==> src/design/urbp_pkg.sv <==
// ----------------------------------------------------------------------------
// urbp_pkg: shared types and constants of the UART ring buffer pair
// Ring sizing, event codes, controller states, the command and status
// bundles between controller and datapath, and the ring pointer helper.
// ----------------------------------------------------------------------------
package urbp_pkg;

	localparam int RING_DEPTH   = 256;
	localparam int PTR_W        = $clog2(RING_DEPTH);
	localparam int FILL_W       = PTR_W + 1;
	localparam int BYTE_W       = 8;
	localparam int CNT_W        = 8;
	localparam int RX_COUNT_MAX = 255;

	typedef logic [PTR_W-1:0]  ptr_t;
	typedef logic [FILL_W-1:0] fill_t;
	typedef logic [BYTE_W-1:0] byte_t;
	typedef logic [CNT_W-1:0]  cnt_t;

	typedef enum logic [1:0] {
		CMD_PUSH      = 2'd0,
		CMD_TX_DONE   = 2'd1,
		CMD_RX_ARRIVE = 2'd2,
		CMD_HOST_READ = 2'd3
	} cmd_t;

	typedef enum logic {
		ST_IDLE,
		ST_LOOKUP
	} state_t;

	// Controller to datapath.
	typedef struct packed {
		logic accept;       // take the beat at the input, update pointers
		logic load_direct;  // load the output register from this beat's logic
		logic load_mem;     // load the output register from the pending beat
	} ctrl_cmd_t;

	// Datapath to controller.
	typedef struct packed {
		logic needs_mem;    // the offered beat returns a byte from a ring store
	} dp_status_t;

	// Advance a ring pointer, wrapping at the ring depth.
	function automatic ptr_t ptr_next(input ptr_t p);
		ptr_t r;
		if (p == PTR_W'(RING_DEPTH - 1)) begin
			r = '0;
		end else begin
			r = p + PTR_W'(1);
		end
		return r;
	endfunction

endpackage

==> src/design/uart_ring_buffer_pair.sv <==
// ----------------------------------------------------------------------------
// uart_ring_buffer_pair: buffered UART host side with transmit and receive rings
// Top level joining the sequencing controller and the ring datapath.
// ----------------------------------------------------------------------------
// Usage:
// Each input beat (in_valid, in_stall, command, data) carries one event: a host
// push of a transmit byte, a transmitter-done tick, an arriving receive byte,
// or a host read. Every event produces exactly one output beat (out_valid,
// out_stall) with the line write, push status, read result, receive count and
// transmitter busy flag as they stand after the event.
// Pushes, arrivals, and ticks or reads that find their ring empty load the
// output register straight from the accepted beat. A tick that sends a
// queued byte and a read that returns a byte load it only after the
// registered ring store read; while that read is in flight the input is
// stalled. The block takes one beat per cycle while out_stall is low, but
// a beat that reads a ring store holds off the next beat until it loads.
// The output register frees the input side: a new beat is taken while the
// previous result is being drained. When the receiver holds out_stall, the
// result stays put and in_stall rises until it is taken.
// Reset clears all pointers and the busy flag, so both rings start empty;
// the ring stores themselves are not cleared and need no clearing pass.
// ----------------------------------------------------------------------------
module uart_ring_buffer_pair (
	input  logic       clk,
	input  logic       arst_n,
	input  logic       in_valid,
	output logic       in_stall,
	input  logic [1:0] command,
	input  logic [7:0] data,
	output logic       out_valid,
	input  logic       out_stall,
	output logic       line_write_valid,
	output logic [7:0] line_write_data,
	output logic       push_accepted,
	output logic       read_valid,
	output logic [7:0] read_data,
	output logic [7:0] rx_count,
	output logic       tx_busy
);

	urbp_pkg::ctrl_cmd_t  ctrl;
	urbp_pkg::dp_status_t status;

	// The controller owns the handshakes and the output valid flag.
	urbp_ctrl u_ctrl (
		.clk       (clk),
		.arst_n    (arst_n),
		.in_valid  (in_valid),
		.in_stall  (in_stall),
		.out_valid (out_valid),
		.out_stall (out_stall),
		.status    (status),
		.ctrl      (ctrl)
	);

	// The datapath owns both rings and the result register.
	urbp_datapath u_datapath (
		.clk              (clk),
		.arst_n           (arst_n),
		.ctrl             (ctrl),
		.status           (status),
		.command          (command),
		.data             (data),
		.line_write_valid (line_write_valid),
		.line_write_data  (line_write_data),
		.push_accepted    (push_accepted),
		.read_valid       (read_valid),
		.read_data        (read_data),
		.rx_count         (rx_count),
		.tx_busy          (tx_busy)
	);

	// A beat that needs a store read must hold off the next beat.
	a_lookup_stalls: assert property (@(posedge clk) disable iff (!arst_n)
		(in_valid && !in_stall && status.needs_mem) |=> in_stall)
		else $error("input not stalled during ring store read");

	// Handing a byte to the line always leaves the transmitter busy.
	a_send_busy: assert property (@(posedge clk) disable iff (!arst_n)
		(out_valid && line_write_valid) |-> tx_busy)
		else $error("byte sent while transmitter reported idle");

	// One event cannot both send a byte and return a received byte.
	a_single_source: assert property (@(posedge clk) disable iff (!arst_n)
		out_valid |-> !(line_write_valid && read_valid))
		else $error("line write and host read in one result");

	// The output register loads only when it is free.
	a_no_overwrite: assert property (@(posedge clk) disable iff (!arst_n)
		(out_valid && out_stall) |-> !(ctrl.load_direct || ctrl.load_mem))
		else $error("stalled result overwritten");

endmodule

==> src/design/urbp_ctrl.sv <==
// ----------------------------------------------------------------------------
// urbp_ctrl: sequencing controller
// Decides when a beat is taken and when the output register loads. A beat
// that reads a ring store waits in the lookup state for the registered read.
// ----------------------------------------------------------------------------
module urbp_ctrl (
	input  logic                   clk,
	input  logic                   arst_n,
	input  logic                   in_valid,
	output logic                   in_stall,
	output logic                   out_valid,
	input  logic                   out_stall,
	input  urbp_pkg::dp_status_t   status,
	output urbp_pkg::ctrl_cmd_t    ctrl
);

	urbp_pkg::state_t state_q, state_d;
	logic out_valid_q, out_valid_d;
	logic out_free;

	always_ff @(posedge clk or negedge arst_n) begin
		if (!arst_n) begin
			state_q     <= urbp_pkg::ST_IDLE;
			out_valid_q <= 1'b0;
		end else begin
			state_q     <= state_d;
			out_valid_q <= out_valid_d;
		end
	end

	// The output register is free when empty or being drained this cycle.
	assign out_free = !out_valid_q || !out_stall;

	always_comb begin
		state_d          = state_q;
		in_stall         = 1'b1;
		ctrl.accept      = 1'b0;
		ctrl.load_direct = 1'b0;
		ctrl.load_mem    = 1'b0;
		unique case (state_q)
			urbp_pkg::ST_IDLE: begin
				in_stall = !out_free;
				if (in_valid && out_free) begin
					ctrl.accept = 1'b1;
					if (status.needs_mem) begin
						state_d = urbp_pkg::ST_LOOKUP;
					end else begin
						ctrl.load_direct = 1'b1;
					end
				end
			end
			urbp_pkg::ST_LOOKUP: begin
				if (out_free) begin
					ctrl.load_mem = 1'b1;
					state_d       = urbp_pkg::ST_IDLE;
				end
			end
			default: begin
				state_d = urbp_pkg::ST_IDLE;
			end
		endcase

		if (ctrl.load_direct || ctrl.load_mem) begin
			out_valid_d = 1'b1;
		end else if (out_valid_q && !out_stall) begin
			out_valid_d = 1'b0;
		end else begin
			out_valid_d = out_valid_q;
		end
	end

	assign out_valid = out_valid_q;

endmodule

==> src/design/urbp_datapath.sv <==
// ----------------------------------------------------------------------------
// urbp_datapath: ring stores, pointers and result register
// Holds both ring FIFOs with their pointers and the transmitter busy flag,
// works out each event's effect and result, and keeps the output register.
// ----------------------------------------------------------------------------
module urbp_datapath (
	input  logic                   clk,
	input  logic                   arst_n,
	input  urbp_pkg::ctrl_cmd_t    ctrl,
	output urbp_pkg::dp_status_t   status,
	input  logic [1:0]             command,
	input  logic [7:0]             data,
	output logic                   line_write_valid,
	output logic [7:0]             line_write_data,
	output logic                   push_accepted,
	output logic                   read_valid,
	output logic [7:0]             read_data,
	output logic [7:0]             rx_count,
	output logic                   tx_busy
);

	urbp_pkg::byte_t tx_store [urbp_pkg::RING_DEPTH];
	urbp_pkg::byte_t rx_store [urbp_pkg::RING_DEPTH];

	urbp_pkg::ptr_t tx_rp_q, tx_wp_q, rx_rp_q, rx_wp_q;
	urbp_pkg::ptr_t tx_rp_d, tx_wp_d, rx_rp_d, rx_wp_d;
	logic           tx_active_q, tx_active_d;

	urbp_pkg::byte_t tx_rd_q, rx_rd_q;

	logic            tx_we, rx_we;
	logic            lw_valid, accepted, rd_valid, needs_mem;
	urbp_pkg::byte_t lw_data;
	urbp_pkg::fill_t fill;
	urbp_pkg::cnt_t  cnt;
	urbp_pkg::cmd_t  cmd;

	logic           pend_lw_valid_q, pend_accepted_q, pend_rd_valid_q, pend_busy_q;
	urbp_pkg::cnt_t pend_cnt_q;

	logic            out_lw_valid_q, out_accepted_q, out_rd_valid_q, out_busy_q;
	urbp_pkg::byte_t out_lw_data_q, out_rd_data_q;
	urbp_pkg::cnt_t  out_cnt_q;

	assign cmd = urbp_pkg::cmd_t'(command);

	always_comb begin
		tx_rp_d     = tx_rp_q;
		tx_wp_d     = tx_wp_q;
		rx_rp_d     = rx_rp_q;
		rx_wp_d     = rx_wp_q;
		tx_active_d = tx_active_q;
		tx_we       = 1'b0;
		rx_we       = 1'b0;
		lw_valid    = 1'b0;
		lw_data     = '0;
		accepted    = 1'b0;
		rd_valid    = 1'b0;
		needs_mem   = 1'b0;
		unique case (cmd)
			urbp_pkg::CMD_PUSH: begin
				if (!(tx_active_q && urbp_pkg::ptr_next(tx_wp_q) == tx_rp_q)) begin
					tx_we    = 1'b1;
					tx_wp_d  = urbp_pkg::ptr_next(tx_wp_q);
					accepted = 1'b1;
					// An idle transmitter has an empty queue, so the byte just
					// queued is the one sent straight away.
					if (!tx_active_q && tx_rp_q != tx_wp_d) begin
						lw_valid    = 1'b1;
						lw_data     = data;
						tx_rp_d     = urbp_pkg::ptr_next(tx_rp_q);
						tx_active_d = 1'b1;
					end
				end
			end
			urbp_pkg::CMD_TX_DONE: begin
				if (tx_rp_q != tx_wp_q) begin
					lw_valid  = 1'b1;
					needs_mem = 1'b1;
					tx_rp_d   = urbp_pkg::ptr_next(tx_rp_q);
				end else begin
					tx_active_d = 1'b0;
				end
			end
			urbp_pkg::CMD_RX_ARRIVE: begin
				rx_we = 1'b1;
				if (urbp_pkg::ptr_next(rx_wp_q) != rx_rp_q) begin
					rx_wp_d = urbp_pkg::ptr_next(rx_wp_q);
				end
			end
			urbp_pkg::CMD_HOST_READ: begin
				if (rx_rp_q != rx_wp_q) begin
					rd_valid  = 1'b1;
					needs_mem = 1'b1;
					rx_rp_d   = urbp_pkg::ptr_next(rx_rp_q);
				end
			end
			default: begin
			end
		endcase

		fill = {1'b0, rx_wp_d} - {1'b0, rx_rp_d};
		if (rx_wp_d < rx_rp_d) begin
			fill = fill + urbp_pkg::FILL_W'(urbp_pkg::RING_DEPTH);
		end
		if (32'(fill) > 32'(urbp_pkg::RX_COUNT_MAX)) begin
			cnt = urbp_pkg::CNT_W'(urbp_pkg::RX_COUNT_MAX);
		end else begin
			cnt = urbp_pkg::CNT_W'(fill);
		end
	end

	assign status.needs_mem = needs_mem;

	always_ff @(posedge clk or negedge arst_n) begin
		if (!arst_n) begin
			tx_rp_q     <= '0;
			tx_wp_q     <= '0;
			rx_rp_q     <= '0;
			rx_wp_q     <= '0;
			tx_active_q <= 1'b0;
		end else if (ctrl.accept) begin
			tx_rp_q     <= tx_rp_d;
			tx_wp_q     <= tx_wp_d;
			rx_rp_q     <= rx_rp_d;
			rx_wp_q     <= rx_wp_d;
			tx_active_q <= tx_active_d;
		end
	end

	// Ring stores: at most one write per beat, and a registered read of both per beat.
	always_ff @(posedge clk) begin
		if (ctrl.accept) begin
			if (tx_we) begin
				tx_store[tx_wp_q] <= data;
			end
			if (rx_we) begin
				rx_store[rx_wp_q] <= data;
			end
			tx_rd_q <= tx_store[tx_rp_q];
			rx_rd_q <= rx_store[rx_rp_q];
		end
	end

	// Result fields of a beat that waits for its store read.
	always_ff @(posedge clk) begin
		if (ctrl.accept) begin
			pend_lw_valid_q <= lw_valid;
			pend_accepted_q <= accepted;
			pend_rd_valid_q <= rd_valid;
			pend_busy_q     <= tx_active_d;
			pend_cnt_q      <= cnt;
		end
	end

	always_ff @(posedge clk) begin
		if (ctrl.load_direct) begin
			out_lw_valid_q <= lw_valid;
			out_lw_data_q  <= lw_data;
			out_accepted_q <= accepted;
			out_rd_valid_q <= 1'b0;
			out_rd_data_q  <= '0;
			out_cnt_q      <= cnt;
			out_busy_q     <= tx_active_d;
		end else if (ctrl.load_mem) begin
			out_lw_valid_q <= pend_lw_valid_q;
			out_lw_data_q  <= pend_lw_valid_q ? tx_rd_q : '0;
			out_accepted_q <= pend_accepted_q;
			out_rd_valid_q <= pend_rd_valid_q;
			out_rd_data_q  <= pend_rd_valid_q ? rx_rd_q : '0;
			out_cnt_q      <= pend_cnt_q;
			out_busy_q     <= pend_busy_q;
		end
	end

	assign line_write_valid = out_lw_valid_q;
	assign line_write_data  = out_lw_data_q;
	assign push_accepted    = out_accepted_q;
	assign read_valid       = out_rd_valid_q;
	assign read_data        = out_rd_data_q;
	assign rx_count         = out_cnt_q;
	assign tx_busy          = out_busy_q;

endmodule

==> config.mk <==
export PLATFORM = sky130hd
export DESIGN_NAME = uart_ring_buffer_pair
export DESIGN_NICKNAME = d
export VERILOG_FILES = /design/src/design/urbp_pkg.sv /design/src/design/uart_ring_buffer_pair.sv /design/src/design/urbp_ctrl.sv /design/src/design/urbp_datapath.sv
export SDC_FILE = /design/constraint.sdc
export NUM_CORES = 2
export LEC_CHECK = 0
export BUFFER_PORTS_ARGS = -buffer_cell sky130_fd_sc_hd__buf_2
export CORE_UTILIZATION = 35
export CTS_CLUSTER_SIZE = 10
export DETAILED_ROUTE_END_ITERATION = 12
export SLEW_MARGIN = 10
export SYNTH_ARGS = -nofsm -noshare
export SYNTH_HDL_FRONTEND = slang
export SYNTH_SLANG_ARGS = --single-unit
==> constraint.sdc <==
create_clock -name clk -period 4.21 [get_ports clk]
set_input_delay 0.2105 -clock clk [delete_from_list [all_inputs] [get_ports clk]]
set_output_delay 0.2105 -clock clk [all_outputs]
set_load 0.03 [all_outputs]
Word level (Yosys, flattened, before mapping)
Memories as Yosys holds them, arrays and structs flattened. A register that Yosys moved wholly into a read port is not among the register bits.
Cells that the tools add are included.
- memories kept: 2
- output and inout bits: 30
- input port bits: 14
- RAM bits: 4096
- word-level logic and storage cells: 126
- register bits: 75
- bitwise gates (word level): 2
- $add $sub $neg: 6
- $lt $le $gt $ge: 2
- eq/ne operators: 15
- reductions and logical operators: 16
- mux-type cells: 64
- memories (name ; words ; bits a word ; read ports ; clocked after memory_dff ; wr ports ; line ; source):
    u_datapath.rx_store ; 256 ; 8 ; 1 ; 1 ; 1 ; urbp_datapath.sv:23 ; urbp_pkg::byte_t rx_store [urbp_pkg::RING_DEPTH];
    u_datapath.tx_store ; 256 ; 8 ; 1 ; 1 ; 1 ; urbp_datapath.sv:22 ; urbp_pkg::byte_t tx_store [urbp_pkg::RING_DEPTH];
- operators by type and width (operator ; count):
    8-bit two-way mux ; 25
    8-bit by 1-bit adder with 8-bit output (second input constant) ; 4
    8-bit == test (second input constant) ; 4
    8-bit inequality test ; 4
    1-bit two-way mux ; 31
    8-bit one-hot mux with 2 select lines ; 1
    9-bit adder (second input constant) ; 1
    9-bit by 8-bit greater-than comparator with 1-bit output (second input constant) ; 1
    9-bit two-way mux ; 1
    8-bit by 8-bit subtractor with 9-bit output ; 1
    8-bit == test ; 1
    8-bit less-than comparator ; 1
    1-bit one-hot mux with 2 select lines ; 4
    2-bit nonzero test ; 3
    5-bit AND reduction ; 1
    2-bit == test (second input constant) ; 2
    1-bit logical AND ; 4
    1-bit zero test ; 4
    2-bit two-way mux ; 2
    2-bit by 1-bit inequality test with 1-bit output (second input constant) ; 2
    3-bit AND reduction ; 1
    2-bit by 1-bit == test with 1-bit output (second input constant) ; 1
    2-bit zero test ; 1
    1-bit logical OR ; 2
    2 further kinds ; 3

Longest topological paths before layout
- word-level depth: 13
- gate-level depth with buffers: 22
- gate-level depth less buffers: 21

Cells and area by module
Synthesis repeated with hierarchy kept, for this count alone.
- cells, all modules: 7030
- area, all modules: 163110.2 um2
- modules (own cells, without submodules) (module ; cells each ; instances ; seq. area each (um2) ; area each (um2)):
    urbp_datapath ; 7019 ; 1 ; 125415.3 ; 163002.6
    urbp_ctrl ; 11 ; 1 ; 50.0 ; 107.6

Least setup slack after synthesis
Ideal clock, no wire load.
- kind: register to register
- start point: reg u_datapath.rx_wp_q[1]
- end point: reg u_datapath.out_cnt_q[6], in the netlist u_datapath.rx_count[6], data pin
- cell stages (with the launch flop): 21
- slack: -0.204 ns
- arrival: 4.268 ns
- library setup time: 0.146 ns
- cells stage by stage: dfrtp_1 > ha_1 > clkbuf_1 > and3_1 > clkbuf_1 > and3_1 > o221ai_1 > nor4_1 > nand2_1 > and2_1 > mux2_2 > ha_1 > nor2b_1 > o21ai_0 > a21boi_0 > nor2_1 > xnor2_1 > or3b_1 > buf_2 > and2_1 > a21oi_1
- word-level cells in the longest chain between the ends: 12
- elaborated cells on any way between the ends: 22
- RTL lines (what ; line ; source):
    from (decl) ; urbp_datapath.sv:25 ; urbp_pkg::ptr_t tx_rp_q, tx_wp_q, rx_rp_q, rx_wp_q;
    from (signal assigned) ; urbp_datapath.sv:126 ; rx_wp_q <= rx_wp_d;
    8-bit by 1-bit adder with 8-bit output / 8-bit == test (equally long branches) ; urbp_pkg.sv:50, urbp_pkg.sv:47 ;
    8-bit two-way mux ; urbp_pkg.sv:47 ; if (p == PTR_W'(RING_DEPTH - 1)) begin
    8-bit two-way mux ; urbp_datapath.sv:60 ; unique case (cmd)
    8-bit inequality test ; urbp_datapath.sv:87 ; if (urbp_pkg::ptr_next(rx_wp_q) != rx_rp_q) begin
    8-bit two-way mux ; urbp_datapath.sv:87 ;
    8-bit two-way mux * ; urbp_datapath.sv:60 ;
    net u_datapath.rx_wp_d[1] ; urbp_datapath.sv:26 ; urbp_pkg::ptr_t tx_rp_d, tx_wp_d, rx_rp_d, rx_wp_d;
    8-bit by 8-bit subtractor with 9-bit output ; urbp_datapath.sv:102 ; fill = {1'b0, rx_wp_d} - {1'b0, rx_rp_d};
    9-bit adder ; urbp_datapath.sv:104 ; fill = fill + urbp_pkg::FILL_W'(urbp_pkg::RING_DEPTH);
    9-bit two-way mux * ; urbp_datapath.sv:103 ; if (rx_wp_d < rx_rp_d) begin
    9-bit by 8-bit greater-than comparator with 1-bit output ; urbp_datapath.sv:106 ; if (32'(fill) > 32'(urbp_pkg::RX_COUNT_MAX)) begin
    8-bit two-way mux * ; urbp_datapath.sv:106 ;
    8-bit two-way mux * ; urbp_datapath.sv:157 ; if (ctrl.load_direct) begin
    to (signal assigned) ; urbp_datapath.sv:163 ; out_cnt_q <= cnt;
    to (signal assigned) ; urbp_datapath.sv:171 ; out_cnt_q <= pend_cnt_q;
    to (decl) ; urbp_datapath.sv:43 ; urbp_pkg::cnt_t out_cnt_q;
The timed path passes the listed nets; every way through them passes the cells marked *. The select of a mux whose other input is x is not followed.
A chain may end at the register's enable or synchronous reset.

Worst setup path in the final report
- start point: reg u_datapath.rx_wp_q[0]
- end point: reg u_datapath.pend_cnt_q[6], data pin
- word-level cells in the longest chain between the ends: 11
- elaborated cells on any way between the ends: 16
- RTL lines (what ; line ; source):
    8-bit by 1-bit adder with 8-bit output / 8-bit == test (equally long branches) ; urbp_pkg.sv:50, urbp_pkg.sv:47 ;
    8-bit two-way mux * ; urbp_pkg.sv:47 ;
    8-bit two-way mux ; urbp_datapath.sv:60 ;
    8-bit inequality test ; urbp_datapath.sv:87 ;
    8-bit two-way mux * ; urbp_datapath.sv:87 ;
    8-bit two-way mux * ; urbp_datapath.sv:60 ;
    net u_datapath.rx_wp_d[1] ; urbp_datapath.sv:26 ;
    8-bit by 8-bit subtractor with 9-bit output ; urbp_datapath.sv:102 ;
    9-bit adder ; urbp_datapath.sv:104 ;
    9-bit two-way mux * ; urbp_datapath.sv:103 ;
    9-bit by 8-bit greater-than comparator with 1-bit output ; urbp_datapath.sv:106 ;
    8-bit two-way mux * ; urbp_datapath.sv:106 ;
    net u_datapath.cnt[6] ; urbp_datapath.sv:35 ; urbp_pkg::cnt_t cnt;
    to (signal assigned) ; urbp_datapath.sv:152 ; pend_cnt_q <= cnt;
    to (decl) ; urbp_datapath.sv:39 ; urbp_pkg::cnt_t pend_cnt_q;
Marks and branches as above.

==> impl_metrics.toml <==
[outcome]
status = "complete, no violations"

[global_route]
grt_max_degree = 149
grt_usage_pct = 16.4
antenna_found_initial = 20
grt_pass1_wl_microns = 565000
grt_pass1_vias = 77100
overflow = 0

[sta]
fmax_ghz = 0.243
hold_violations = 0
rsz0062_at_grt = "yes"
finalMaxSlewViolations = 0
final.setup.tns_ps = 0
setup_viol = 0
fin_crit_ps = 4110
worst_pin_slew_ps = 1170
max_slew_margin_pct = 22.1
finClkSkew_ps = 54.2
timing.final.crit_share_pct = 97.7

[worst_setup_path]
path_class = "flop to flop"
cp_num_buf_inv = 3
critPathMaxFanout = 6
required_ps = 4870
critPathArrivalTime_ps = 4780
startpoint_type = "flop"
r2r_setup_slack_ps = 100
crit_chain = "buf_6, and4_4, mux2i_2, o31a_1, nor4_2, nand2_1, and2_4, mux2_4, buf_6, fa_2, nand2_2, nand2_2, a21oi_2, buf_4, nor2_2, a221o_1, a211oi_2, nand2_1"
cp_slowest_stage_delay_ps = 420
reg2reg_depth = 18
r2r_start = "u_datapath.rx_wp_q[0]"
endpoint_kind = "flop"
cp_top_family = "simple AND/OR/NAND/NOR gates"
crit_slowest_cell = "dfrtp_1"
r2r-end = "u_datapath.pend_cnt_q[6]"

[route]
vias = 75000
drt_pre_antenna_iters = 6
drt-initial-drc-count = 8400
routed_wirelength_microns = 390000
route.detailed.wl_per_inst_microns = 28.2
ant_nets = 0
drcViolationCount = 0
viasPerCell = 5.43

[synthesis]
yosysWarnings = 0
ys_ff_latch = 4187
syn_nets = 6966
yosysUniqueCellTypes = 62
synthArstFlopShare_pct = 0.836
netlist_area_sq_um = 163000
synth_edf_count = 4143
ys_seq_area_share_pct = 77.2
syn_inst = 6934
synth-main-ff-cell = "edfxtp_1"
syn_avg_cell_area_sq_um = 23.5

[die]
die_h_microns = 684
design.portCount = 44
coreArea_sq_um = 461000
die_w_microns = 684
dieArea_sq_um = 467000
row_count = 249
start_util_pct = 35.3

[cts]
htreeDepth = 5
cts-buffers-inserted = 463
clock_latency_ps = 950
cts_tree = "built"
root_buffer = "clkbuf_16"
clk_pin_slew_ps = 60
clock-sinks = 4187
ctsLongestPathBuffers = 4

[layout]
layout.nets = 7605
utilization_pct = 40.4
final_common_cell = "edfxtp_1"
syn_to_final_growth_pct = 14.7
layout.cells.most_common_list = "edfxtp_1, mux4_2, nor2_1"
drive_gt1_share_pct = 33.1

[power_and_ir_drop]
p_per_area_nw_per_um2 = 581
max-vdd-ir-drop_mv = 0.563
p_leak_uw = 0.0564

[placement]
port_buffers = 43
dp_hpwl_microns = 237000
gp_congestion = 0.816

[worst_hold_path]
hold_path_end = "u_datapath.tx_store[242][2]"
hold_class = "input pin to flop"
worstHoldPathCells = 2
worstHoldStart = "data[2]"

[job]
maxCapViolCount = 0
-- worst reg2reg max path, cell delays in order (launching register included) --
cell and delay [ps]:
dfrtp_1 420, buf_6 150, and4_4 160, mux2i_2 160
o31a_1 310, nor4_2 310, nand2_1 180, and2_4 200
mux2_4 330, buf_6 130, fa_2 390, nand2_2 90
nand2_2 50, a21oi_2 120, buf_4 140, nor2_2 40
a221o_1 350, a211oi_2 220, nand2_1 90
-- synth_stat cells (9+ instances only) --
master / instances / area share, %
xnor2_1: 29 / 0.16
a22o_1: 17 / 0.092
buf_1: 54 / 0.12
ha_1: 17 / 0.13
edfxtp_1: 4143 / 77
dfxtp_1: 9 / 0.11
mux4_2: 1360 / 19
dfrtp_1: 35 / 0.54
clkbuf_1: 253 / 0.58
a21oi_1: 21 / 0.065
nand4_1: 17 / 0.065
buf_2: 99 / 0.30
nor2_1: 536 / 1.2
o21ai_0: 29 / 0.089
and3_1: 14 / 0.054
nor2b_1: 16 / 0.062
nor3_1: 12 / 0.037
xor2_1: 19 / 0.10
or2_2: 15 / 0.058
nand3_1: 35 / 0.11
nand2_1: 94 / 0.22
inv_1: 15 / 0.035
-- how the worst max path moves through the flow --
stage,start,slack [ps],to,cells past startpoint
2_1_floorplan,u_datapath.rx_wp_q[1],8,u_datapath.rx_count[6],19
3_3_place_gp,u_datapath.rx_wp_q[1],-100,u_datapath.rx_count[6],21
3_5_place_dp,u_datapath.rx_rp_q[1],-60,u_datapath.rx_rd_q[5],7
4_1_cts,u_datapath.rx_wp_q[1],2,u_datapath.rx_count[6],18
5_1_grt,u_datapath.tx_wp_q[3],-140,u_datapath.tx_store[167][3],8
6_report,u_datapath.rx_wp_q[0],100,u_datapath.pend_cnt_q[6],18
-- report_power, final --
part,leakage [uW],switching (uW),internal (uW)
logic,0.0126,14100,12700
clock network,0.00599,15000,19700
registers,0.0378,388,46400
total,0.0564,29500,78800
-- per-layer routing --
layer  up-vias  share of wire (%)  track usage, %
met5         -                  0               0
met4         0                2.6            4.08
met3       554                6.6            2.58
met2      2807                 49            27.0
met1     41000                 42            22.8
li1      30600                  -               -
-- stage by stage --
step                      total power, uW  setup slack [ps]  area, sq um  hold WS [ps]  instances
after global placement              74300             -98.7       174000           386      13200
after detailed placement            74500             -58.6       174000           388      13200
after floorplan                     64500              7.68       163000         -85.1       6934
after CTS                          109000              2.28       186000           252      13800
final                              108000              97.0       187000           311      13800
after global routing               112000              -143       186000           311      13800
-- flip-flops by register name, summed over array words and instances, names as in the netlist, 8 cells and up --
register	count
u_datapath.pend_cnt_q	8
u_datapath.tx_store	2048
u_datapath.rx_wp_q	8
u_datapath.rx_rd_q	8
u_datapath.rx_rp_q	8
u_datapath.tx_rd_q	8
u_datapath.tx_rp_q	8
u_datapath.tx_wp_q	8
u_datapath.rx_count	8
u_datapath.rx_store	2048
u_datapath.read_data	8
u_datapath.line_write_data	8
-- cells by family (layout without fill, tap and decap cells) --
logic type               after synthesis  count (layout)  share of synthesized area [%]
AND/OR/NAND/NOR                      774             774                           1.99
other                                  0               6                              0
XOR/XNOR                              50              50                          0.286
multiplexers                        1371            1371                           18.9
adder cells (fa/ha/maj)               19              19                          0.149
AO/OA/AOI/OAI                        102             102                          0.419
flip-flops                          4187            4187                           77.2
buffers and inverters                431            1158                           1.10
-- area by class of cell --
class / count / area (sq um)
inverters: 16 / 60.1
well taps: 6149 / 7690
flip-flops and latches: 4187 / 126000
clock inverters: 20 / 278
clock buffers: 533 / 12000
multi-input cells: 2316 / 35700
repair buffers: 589 / 5300
fillers: 40000 / 275000
diodes: 6 / 15.0
-- repair_timing --
item                                    CTS  global route
endpoints found under the setup margin    7           251
pin swaps                                 5            21
endpoints found under the hold margin   781             0
resized for setup                         8            58
setup buffers                             2             4
hold buffers                             16             0
No activity file was read; power rests on OpenSTA's default activity.
